==> config.mk <==
export PLATFORM = sky130hd
export DESIGN_NAME = type_length_message_deframer_unit
export DESIGN_NICKNAME = d
export VERILOG_FILES = /design/src/design/tlmd_pkg.sv /design/src/design/type_length_message_deframer_unit.sv /design/src/design/tlmd_front.sv /design/src/design/tlmd_queue.sv /design/src/design/tlmd_back.sv
export SDC_FILE = /design/constraint.sdc
export NUM_CORES = 1
export LEC_CHECK = 0
export BUFFER_PORTS_ARGS = -buffer_cell sky130_fd_sc_hd__buf_4
export CAP_MARGIN = 40
export CELL_PAD_IN_SITES_DETAIL_PLACEMENT = 0
export CELL_PAD_IN_SITES_GLOBAL_PLACEMENT = 2
export CORE_MARGIN = 5
export CORE_UTILIZATION = 35
export CTS_CLUSTER_DIAMETER = 80
export DETAILED_ROUTE_END_ITERATION = 10
export PLACE_DENSITY = 0.59
export SKIP_LAST_GASP = 1
export SLEW_MARGIN = 10
export SYNTH_ARGS = -nofsm -noshare
export SYNTH_HDL_FRONTEND = slang
export SYNTH_SLANG_ARGS = --single-unit
==> constraint.sdc <==
create_clock -name clk -period 11 [get_ports clk]
set_input_delay 0.55 -clock clk [delete_from_list [all_inputs] [get_ports clk]]
set_output_delay 0.55 -clock clk [all_outputs]
set_load 0.01 [all_outputs]
==> src/design/tlmd_pkg.sv <==
`timescale 1ns / 1ps

package tlmd_pkg;

    localparam int HDR_BYTES     = 8;
    localparam int TYPE_BYTES    = 4;
    localparam int FIELD_W       = 31;
    localparam int QUEUE_DEPTH   = 4;

    typedef enum logic [1:0] {
        KIND_PAYLOAD = 2'd0,
        KIND_EMPTY   = 2'd1,
        KIND_REJECT  = 2'd2
    } kind_t;

    typedef struct packed {
        kind_t              kind;
        logic [7:0]         payload_byte;
        logic               last;
        logic [FIELD_W-1:0] msg_type;
        logic [FIELD_W-1:0] msg_length;
    } result_t;

endpackage

==> src/design/type_length_message_deframer_unit.sv <==
`timescale 1ns / 1ps

// Type-length deframer: takes one stream byte per cycle, collects an 8-byte header
// (big-endian 32-bit type, then 32-bit length), and emits a reject result for a bad
// header (zero type, or bit 31 set in type or length), one empty-message result for
// a zero length, or one tagged result per payload byte with the final one marked.
// Throughput is one byte per cycle in both directions; a byte is taken whenever the
// result queue (QUEUE_DEPTH entries) has room, so output stalls back up through it.
// When idle, a result is written into the queue by the edge that takes its byte, then
// passes through the output register before it shows on the result port.
module type_length_message_deframer_unit
#(
    parameter int QUEUE_DEPTH = tlmd_pkg::QUEUE_DEPTH
)
(
    input  logic         clk,
    input  logic         rst_n,
    input  logic         data_valid,
    output logic         data_ready,
    input  logic [7:0]   data_byte,
    output logic         result_valid,
    input  logic         result_ready,
    output logic [1:0]   kind,
    output logic [7:0]   payload_byte,
    output logic         last,
    output logic [30:0]  msg_type,
    output logic [30:0]  msg_length
);

    logic                 accept;
    logic                 push;
    tlmd_pkg::result_t    push_data;
    logic                 q_full;
    logic                 q_nonempty;
    logic                 q_pop;
    tlmd_pkg::result_t    q_data;
    tlmd_pkg::result_t    out_data;

    assign data_ready = !q_full;
    assign accept     = data_valid && data_ready;

    tlmd_front u_front
    (
        .clk       (clk),
        .rst_n     (rst_n),
        .accept    (accept),
        .data_byte (data_byte),
        .push      (push),
        .push_data (push_data)
    );

    tlmd_queue #(.DEPTH(QUEUE_DEPTH)) u_queue
    (
        .clk       (clk),
        .rst_n     (rst_n),
        .push      (push),
        .push_data (push_data),
        .full      (q_full),
        .nonempty  (q_nonempty),
        .pop       (q_pop),
        .pop_data  (q_data)
    );

    tlmd_back u_back
    (
        .clk        (clk),
        .rst_n      (rst_n),
        .q_nonempty (q_nonempty),
        .q_data     (q_data),
        .q_pop      (q_pop),
        .out_valid  (result_valid),
        .out_ready  (result_ready),
        .out_data   (out_data)
    );

    assign kind         = out_data.kind;
    assign payload_byte = out_data.payload_byte;
    assign last         = out_data.last;
    assign msg_type     = out_data.msg_type;
    assign msg_length   = out_data.msg_length;

endmodule

==> src/design/tlmd_front.sv <==
`timescale 1ns / 1ps

// Header hunting and payload counting; produces at most one result per byte.
module tlmd_front
(
    input  logic                clk,
    input  logic                rst_n,
    input  logic                accept,
    input  logic [7:0]          data_byte,
    output logic                push,
    output tlmd_pkg::result_t   push_data
);

    localparam int CNT_W = $clog2(tlmd_pkg::HDR_BYTES);

    logic [CNT_W-1:0]                hdr_count_reg, hdr_count_next;
    logic [31:0]                     type_word_reg, type_word_next;
    logic [31:0]                     length_word_reg, length_word_next;
    logic                            in_payload_reg, in_payload_next;
    logic [tlmd_pkg::FIELD_W-1:0]    payload_seen_reg, payload_seen_next;
    logic [tlmd_pkg::FIELD_W-1:0]    seen_inc;
    logic                            res_valid;
    logic                            last_byte;

    assign seen_inc  = payload_seen_reg + {{(tlmd_pkg::FIELD_W-1){1'b0}}, 1'b1};
    assign last_byte = (seen_inc == length_word_reg[tlmd_pkg::FIELD_W-1:0]);

    always_comb
    begin
        hdr_count_next    = hdr_count_reg;
        type_word_next    = type_word_reg;
        length_word_next  = length_word_reg;
        in_payload_next   = in_payload_reg;
        payload_seen_next = payload_seen_reg;
        res_valid         = 1'b0;
        push_data.kind         = tlmd_pkg::KIND_PAYLOAD;
        push_data.payload_byte = 8'd0;
        push_data.last         = 1'b0;

        if (in_payload_reg)
        begin
            res_valid              = 1'b1;
            push_data.payload_byte = data_byte;
            push_data.last         = last_byte;
            if (last_byte)
            begin
                in_payload_next   = 1'b0;
                payload_seen_next = '0;
                hdr_count_next    = '0;
            end
            else
            begin
                payload_seen_next = seen_inc;
            end
        end
        else
        begin
            if (hdr_count_reg < CNT_W'(tlmd_pkg::TYPE_BYTES))
                type_word_next = {type_word_reg[23:0], data_byte};
            else
                length_word_next = {length_word_reg[23:0], data_byte};

            if (hdr_count_reg != CNT_W'(tlmd_pkg::HDR_BYTES - 1))
            begin
                hdr_count_next = hdr_count_reg + CNT_W'(1);
            end
            else
            begin
                hdr_count_next = '0;
                if (type_word_next == 32'd0 || type_word_next[31] || length_word_next[31])
                begin
                    res_valid      = 1'b1;
                    push_data.kind = tlmd_pkg::KIND_REJECT;
                end
                else if (length_word_next == 32'd0)
                begin
                    res_valid      = 1'b1;
                    push_data.kind = tlmd_pkg::KIND_EMPTY;
                    push_data.last = 1'b1;
                end
                else
                begin
                    in_payload_next   = 1'b1;
                    payload_seen_next = '0;
                end
            end
        end

        push_data.msg_type   = type_word_next[tlmd_pkg::FIELD_W-1:0];
        push_data.msg_length = length_word_next[tlmd_pkg::FIELD_W-1:0];
    end

    assign push = accept & res_valid;

    always_ff @(posedge clk or negedge rst_n)
    begin
        if (!rst_n)
        begin
            hdr_count_reg    <= '0;
            type_word_reg    <= '0;
            length_word_reg  <= '0;
            in_payload_reg   <= 1'b0;
            payload_seen_reg <= '0;
        end
        else if (accept)
        begin
            hdr_count_reg    <= hdr_count_next;
            type_word_reg    <= type_word_next;
            length_word_reg  <= length_word_next;
            in_payload_reg   <= in_payload_next;
            payload_seen_reg <= payload_seen_next;
        end
    end

endmodule

==> src/design/tlmd_queue.sv <==
`timescale 1ns / 1ps

// Short result queue between classifier and output stage.
module tlmd_queue
#(
    parameter int DEPTH = tlmd_pkg::QUEUE_DEPTH
)
(
    input  logic                clk,
    input  logic                rst_n,
    input  logic                push,
    input  tlmd_pkg::result_t   push_data,
    output logic                full,
    output logic                nonempty,
    input  logic                pop,
    output tlmd_pkg::result_t   pop_data
);

    localparam int PTR_W = (DEPTH > 1) ? $clog2(DEPTH) : 1;
    localparam int CNT_W = $clog2(DEPTH + 1);

    tlmd_pkg::result_t    slots_reg [DEPTH];
    logic [PTR_W-1:0]     wr_ptr_reg, rd_ptr_reg;
    logic [CNT_W-1:0]     count_reg;

    assign full     = (count_reg == CNT_W'(DEPTH));
    assign nonempty = (count_reg != '0);
    assign pop_data = slots_reg[rd_ptr_reg];

    always_ff @(posedge clk)
    begin
        if (push)
            slots_reg[wr_ptr_reg] <= push_data;
    end

    always_ff @(posedge clk or negedge rst_n)
    begin
        if (!rst_n)
        begin
            wr_ptr_reg <= '0;
            rd_ptr_reg <= '0;
            count_reg  <= '0;
        end
        else
        begin
            if (push)
                wr_ptr_reg <= (wr_ptr_reg == PTR_W'(DEPTH - 1)) ? '0 : wr_ptr_reg + PTR_W'(1);
            if (pop)
                rd_ptr_reg <= (rd_ptr_reg == PTR_W'(DEPTH - 1)) ? '0 : rd_ptr_reg + PTR_W'(1);
            if (push && !pop)
                count_reg <= count_reg + CNT_W'(1);
            else if (pop && !push)
                count_reg <= count_reg - CNT_W'(1);
        end
    end

endmodule

==> src/design/tlmd_back.sv <==
`timescale 1ns / 1ps

// Output register: refill from the queue whenever empty or being taken.
module tlmd_back
(
    input  logic                clk,
    input  logic                rst_n,
    input  logic                q_nonempty,
    input  tlmd_pkg::result_t   q_data,
    output logic                q_pop,
    output logic                out_valid,
    input  logic                out_ready,
    output tlmd_pkg::result_t   out_data
);

    logic                 valid_reg;
    tlmd_pkg::result_t    data_reg;

    assign q_pop     = q_nonempty && (!valid_reg || out_ready);
    assign out_valid = valid_reg;
    assign out_data  = data_reg;

    always_ff @(posedge clk or negedge rst_n)
    begin
        if (!rst_n)
            valid_reg <= 1'b0;
        else if (!valid_reg || out_ready)
            valid_reg <= q_nonempty;
    end

    always_ff @(posedge clk)
    begin
        if (q_pop)
            data_reg <= q_data;
    end

endmodule

==> results of run 1 <==
-- critical path: cells and delay by family (launching register included) --
| kind | cells | cell delay, ns |
|---|---|---|
| and+or+nand+nor | 6 | 3.58 |
| AOI/OAI and AO/OA | 3 | 0.61 |
| DFF | 1 | 0.52 |
-- metal layers --
metal / up-vias / global-route usage / share of wire
met5: - / 0 / 0
met4: 0 / 0.0410 / 0.021
met3: 63 / 0.0247 / 0.042
met2: 229 / 0.239 / 0.46
met1: 5554 / 0.237 / 0.48
li1: 4828 / - / -
-- layout by cell type, fill, tap and decap left out, drive strengths merged, types with 9 or more instances in the layout --
| cell | synthesis | routed |
|---|---|---|
| nor3 | 17 | 17 |
| xor2 | 15 | 15 |
| mux4 | 73 | 73 |
| ha | 9 | 9 |
| nand4 | 20 | 20 |
| dfrtp | 107 | 107 |
| buf | 27 | 108 |
| nand2 | 53 | 53 |
| o31ai | 10 | 10 |
| inv | 19 | 22 |
| a31oi | 17 | 17 |
| nor2 | 33 | 33 |
| a22oi | 9 | 9 |
| xnor2 | 29 | 29 |
| mux2 | 124 | 124 |
| nand3 | 25 | 25 |
| and2 | 23 | 23 |
| clkinv | 0 | 24 |
| o21ai | 23 | 23 |
| bufinv | 0 | 10 |
| nor4 | 26 | 26 |
| edfxtp | 365 | 365 |
| clkbuf | 44 | 55 |
-- through the flow --
stage	util	hold slack, ns	setup slack [ns]	instances
2_1_floorplan	-	0.254	5.37	1173
3_3_place_gp	0.378	0.484	6.30	1961
3_5_place_dp	0.380	0.482	6.23	1966
4_1_cts	0.410	0.00857	6.21	2058
5_1_grt	0.410	0.0479	5.84	2058
6_report	0.410	-0.00115	6.13	2058
-- cell families after synthesis --
| kind of cell | count (synthesis) | share of synthesized area |
|---|---|---|
| adders and majority gates | 10 | 0.00672 |
| and+or+nand+nor | 246 | 0.0685 |
| DFF | 472 | 0.691 |
| xor gates and xnor gates | 44 | 0.0195 |
| AOI/OAI and AO/OA | 107 | 0.0383 |
| muxes | 204 | 0.158 |
| buffers and inverters | 90 | 0.0186 |
-- area by class of cell --
| cell class | instances | area, µm² | area share |
|---|---|---|---|
| Clock buffer | 55 | 1270 | 0.0551 |
| Clock inverter | 37 | 447 | 0.0194 |
| Inverter | 19 | 71.3 | 0.00310 |
| Multi-Input combinational cell | 611 | 5780 | 0.251 |
| Sequential cell | 472 | 13600 | 0.592 |
| Tap cell | 756 | 946 | 0.0411 |
| Timing Repair Buffer | 108 | 883 | 0.0383 |
-- worst max-delay path by stage --
stage	cells past startpoint	slack, ns	end
CTS	9	6.21	u_front.payload_seen_reg[27]$_DFFE_PN0P_
finish	9	6.13	u_front.payload_seen_reg[25]$_DFFE_PN0P_
detailed placement	9	6.23	u_front.payload_seen_reg[25]$_DFFE_PN0P_
global placement	9	6.30	u_front.payload_seen_reg[27]$_DFFE_PN0P_
global route	9	5.84	u_front.payload_seen_reg[27]$_DFFE_PN0P_
floorplan	7	5.37	u_queue.count_reg[1]$_DFFE_PN0P_
-- power breakdown --
part           internal, mW  switching, mW
clock network          1.07          0.705
registers              2.63          0.382
logic                 0.908           1.03
total                  4.60           2.12
-- Yosys cell counts (9+ instances only) --
| library cell | instances | share of area |
|---|---|---|
| a31oi_1 | 17 | 0.0054 |
| and2_1 | 23 | 0.0073 |
| a22oi_1 | 9 | 0.0034 |
| mux4_2 | 73 | 0.083 |
| mux2_2 | 124 | 0.071 |
| xor2_1 | 15 | 0.0067 |
| nor4_1 | 25 | 0.0079 |
| nand2_1 | 52 | 0.0099 |
| edfxtp_1 | 365 | 0.56 |
| o31ai_1 | 10 | 0.0038 |
| nor3_1 | 17 | 0.0043 |
| nand3_1 | 25 | 0.0063 |
| dfrtp_1 | 107 | 0.14 |
| nand4_1 | 18 | 0.0057 |
| nor2_1 | 32 | 0.0061 |
| clkbuf_1 | 44 | 0.0084 |
| buf_1 | 15 | 0.0029 |
| o21ai_0 | 20 | 0.0051 |
| ha_1 | 9 | 0.0057 |
| xnor2_1 | 29 | 0.013 |
| inv_1 | 19 | 0.0036 |
==> reports/metrics.cfg, run 1 <==
[yosys]
synth_enable_flop_cells=365
ys_seq_elements=472
async_flop_share=0.227
yosysSeqAreaShare=0.691
avgSynthCellArea_um2=16.8
synth-main-ff-cell=edfxtp_1
syn_inst=1173
syn-cell-area_um2=19700
syn_nets=1195
synth.distinct_cells=64
synth.yosys.warnings=0

[job]
drv_cap=0

[clock_tree]
path_clk_slew_ns=0.07
clock_sinks=472
cts_resized=0
cts-htree-levels=2
cts_max_path_buffers=3
numCtsBuffers=50
cts-root-buf=clkbuf_16
cts_setup_buffers=0
clkLatencyLatePin_ns=0.59
cts_tree=yes
hold_buffers=0

[die]
die_x_um=248
fp-row-count=87
io_pins=87
start_util=0.351
dieArea_um2=61300
core_area_um2=56200
die_h_um=248

[worst_setup_path]
critPathLaunch=u_front.payload_seen_reg[4]$_DFFE_PN0P_
arrival_ns=5.32
setup.worst_path.start_class=register
reg2reg_from=u_front.payload_seen_reg[4]$_DFFE_PN0P_
path_cells=nand4_2, nor4_2, nand4_1, or3_1, a21boi_0, o2111ai_1, or4_2, nand2_2, o311ai_0
slowest_delay_ns=0.93
critPathKind=register to register
ff2ff_setup_slack_ns=6.13
cp_max_fo=19
reg2reg_depth=9
endpoint_kind=register
r2r_end=u_front.payload_seen_reg[25]$_DFFE_PN0P_
required_ns=11.45
cp_slowest_cell=or4_2

[power]
power_leakage_nw=7.92
power_mw=6.73
powerDensity_nw_per_um2=292
ir_worst_vdd_mv=0.100

[layout]
nNetsFinal=1284
fillers=5151
largest_reg_flops=292
num_antenna_cells=0
final_cell_area_um2=23000
synthToLayoutAreaGrowth_pct=16.7
drive_gt1_frac=0.306

[drt]
wl_mm=48.2
postRouteAntennaNets=0
via_per_inst=5.19
drc=0
drt-pass1-iter-count=5
post_drt_wl_per_cell_um=23.4
dr.first_iter.drc_count=829
num_vias=10700

[placement]
placed_area_um2=21300
place.gp.congestion=0.806
port_buffers=86
hpwl_mm=30.2

[global_routing]
grt_usage=0.157
grt_max_degree=55
grt_pass1_vias=10800
grt_overflow=0
antenna_found_initial=1
grt_pass1_wl_mm=72.1

[sta]
setup_viol=0
min_period_ns=4.87
rsz0062_at_grt=false
fin_setup_tns_ns=0
hold_viol=1
fin_hold_ws_ns=-0.00115
finalCritPeriodShare=0.443
max_freq_mhz=205
tightest_slew_ns=0.949
fin_skew_ns=0.0229
slew_headroom=0.361
finalMaxSlewViolations=0

[run_status]
outcome=finished, violations left
violations=negative hold slack

[min_path]
hold_class=input port to async pin

(Power assumes the default switching activity.)
==> inputs of run 2 (changes only) <==
- PLACE_DENSITY: 0.59 -> 0.61
- clock period: 11 -> 4.01 ns (I/O delays scaled with it)
==> reports/metrics.cfg, run 2 (synthesis results as in run 1) <==
[run_status]
outcome=finished, final reports clean

[worst_setup_path]
cp_max_fo=32
endpoint_kind=register
arrival_ns=4.21
setup.worst_path.start_class=register
required_ns=4.47
critPathKind=register to register

[layout]
mostFrequentLayoutCells=edfxtp_1 (365), buf_4 (143), mux2_2 (124)
fillers=5120
synthToLayoutAreaGrowth_pct=19.2
finish.utilization=0.419
final_common_cell=edfxtp_1
num_antenna_cells=0
drive_gt1_frac=0.327
final_cell_area_um2=23500
largest_reg_flops=292
nNetsFinal=1343

[global_routing]
grt_max_degree=59
grt_pass1_vias=11200
grt_overflow=0
grt_usage=0.158
antenna_found_initial=0
grt_pass1_wl_mm=73.3

[power]
ir_worst_vdd_mv=0.353
powerDensity_nw_per_um2=777
power_leakage_nw=8.18

[placement]
place.gp.congestion=0.817
placed_area_um2=21800
port_buffers=86
hpwl_mm=32.4

[drt]
met3_length_mm=1.89
post_drt_wl_per_cell_um=22.9
wl_mm=48.3
dr.first_iter.drc_count=795
topRoutingLayerUsed=met4
wl_met2_mm=22.1
postRouteAntennaNets=0
drt-pass1-iter-count=5
num_vias=10800
wl_met1_mm=23.4
drc=0
via_per_inst=5.12

[sta]
finalCritPeriodShare=0.936
rsz0062_at_grt=false
finalMaxSlewViolations=0
min_period_ns=3.75
max_freq_mhz=266
tightest_slew_ns=0.831
setup_viol=0
hold_viol=0
fin_setup_tns_ns=0
fin_skew_ns=0.0244
slew_headroom=0.446

[clock_tree]
cts-htree-levels=2
cts-root-buf=clkbuf_16
cts_tree=yes
clock_sinks=472
clkLatencyLatePin_ns=0.60
path_clk_slew_ns=0.07
cts_max_path_buffers=3
numCtsBuffers=50

[die]
io_pins=87
dieArea_um2=61300
die_h_um=248
start_util=0.351
fp-row-count=87
die_x_um=248
core_area_um2=56200

[min_path]
hold_class=input port to async pin

[job]
drv_cap=0

==> run 2: worst max-delay path: stages, from the launching register on <==
cell	delay, ns
dfrtp_1	0.45
nand4_2	0.29
nor4_2	0.40
nand4_1	0.24
xnor2_1	0.21
a2111o_1	0.35
or4_1	0.41
or4_1	0.56
buf_12	0.21
nand2_2	0.16
buf_12	0.18
o311ai_0	0.12
==> run 2: through the flow <==
stage	power (mW)	setup slack [ns]	std cells	hold slack (ns)
final	18.3	0.257	2114	0.217
after global routing	19.3	0.0350	2114	0.249
after detailed placement	13.9	0.183	2014	0.0597
after global placement	13.8	0.156	2013	0.397
after floorplan	11.5	0.116	1173	-0.0951
after CTS	18.6	0.138	2114	0.229
==> run 2: power breakdown <==
| group | internal, mW | total, mW | switching (mW) |
|---|---|---|---|
| Combinational | 2.60 | 5.43 | 2.83 |
| Sequential | 7.20 | 8.25 | 1.04 |
| Clock | 2.68 | 4.60 | 1.92 |
| Total | 12.5 | 18.3 | 5.79 |
==> run 2: what timing repair did <==
action                                 4_1_cts  5_1_grt
buffers inserted                             0        0
setup endpoints to repair                    0       21
hold buffers                                11        0
gates resized for setup                      0        5
endpoints found under the hold margin      105        0
==> run 2: path summary, 6_finish.rpt <==
kind | start | end | slack [ns] | cells after the start
min in group clk | data_valid | u_front.in_payload_reg$_DFFE_PN0P_ | 0.32 | 4
min reg2reg | u_queue.count_reg[2]$_DFFE_PN0P_ | u_queue.count_reg[2]$_DFFE_PN0P_ | 0.50 | 1
max in group asynchronous | rst_n | u_front.type_word_reg[0]$_DFFE_PN0P_ | 3.06 | 3
min | rst_n | u_front.payload_seen_reg[10]$_DFFE_PN0P_ | 0.22 | 3
max | u_front.payload_seen_reg[10]$_DFFE_PN0P_ | u_front.payload_seen_reg[2]$_DFFE_PN0P_ | 0.26 | 11
max reg2reg | u_front.payload_seen_reg[10]$_DFFE_PN0P_ | u_front.payload_seen_reg[2]$_DFFE_PN0P_ | 0.26 | 11
==> run 2: final cells by class <==
type | count | area (µm²) | share of cell area
tap | 756 | 946 | 0.0402
multi-input combinational | 611 | 5800 | 0.247
inverter | 19 | 71.3 | 0.00303
sequential | 472 | 13600 | 0.580
timing repair buffer | 167 | 1450 | 0.0617
clock buffer | 63 | 1330 | 0.0566
clock inverter | 26 | 284 | 0.0121
==> run 2: routing by layer <==
| metal | up-vias | GRT usage |
|---|---|---|
| li1 | 4947 | - |
| met1 | 5621 | 0.234 |
| met2 | 195 | 0.244 |
| met3 | 63 | 0.0285 |
| met4 | 0 | 0.0405 |
| met5 | - | 0 |
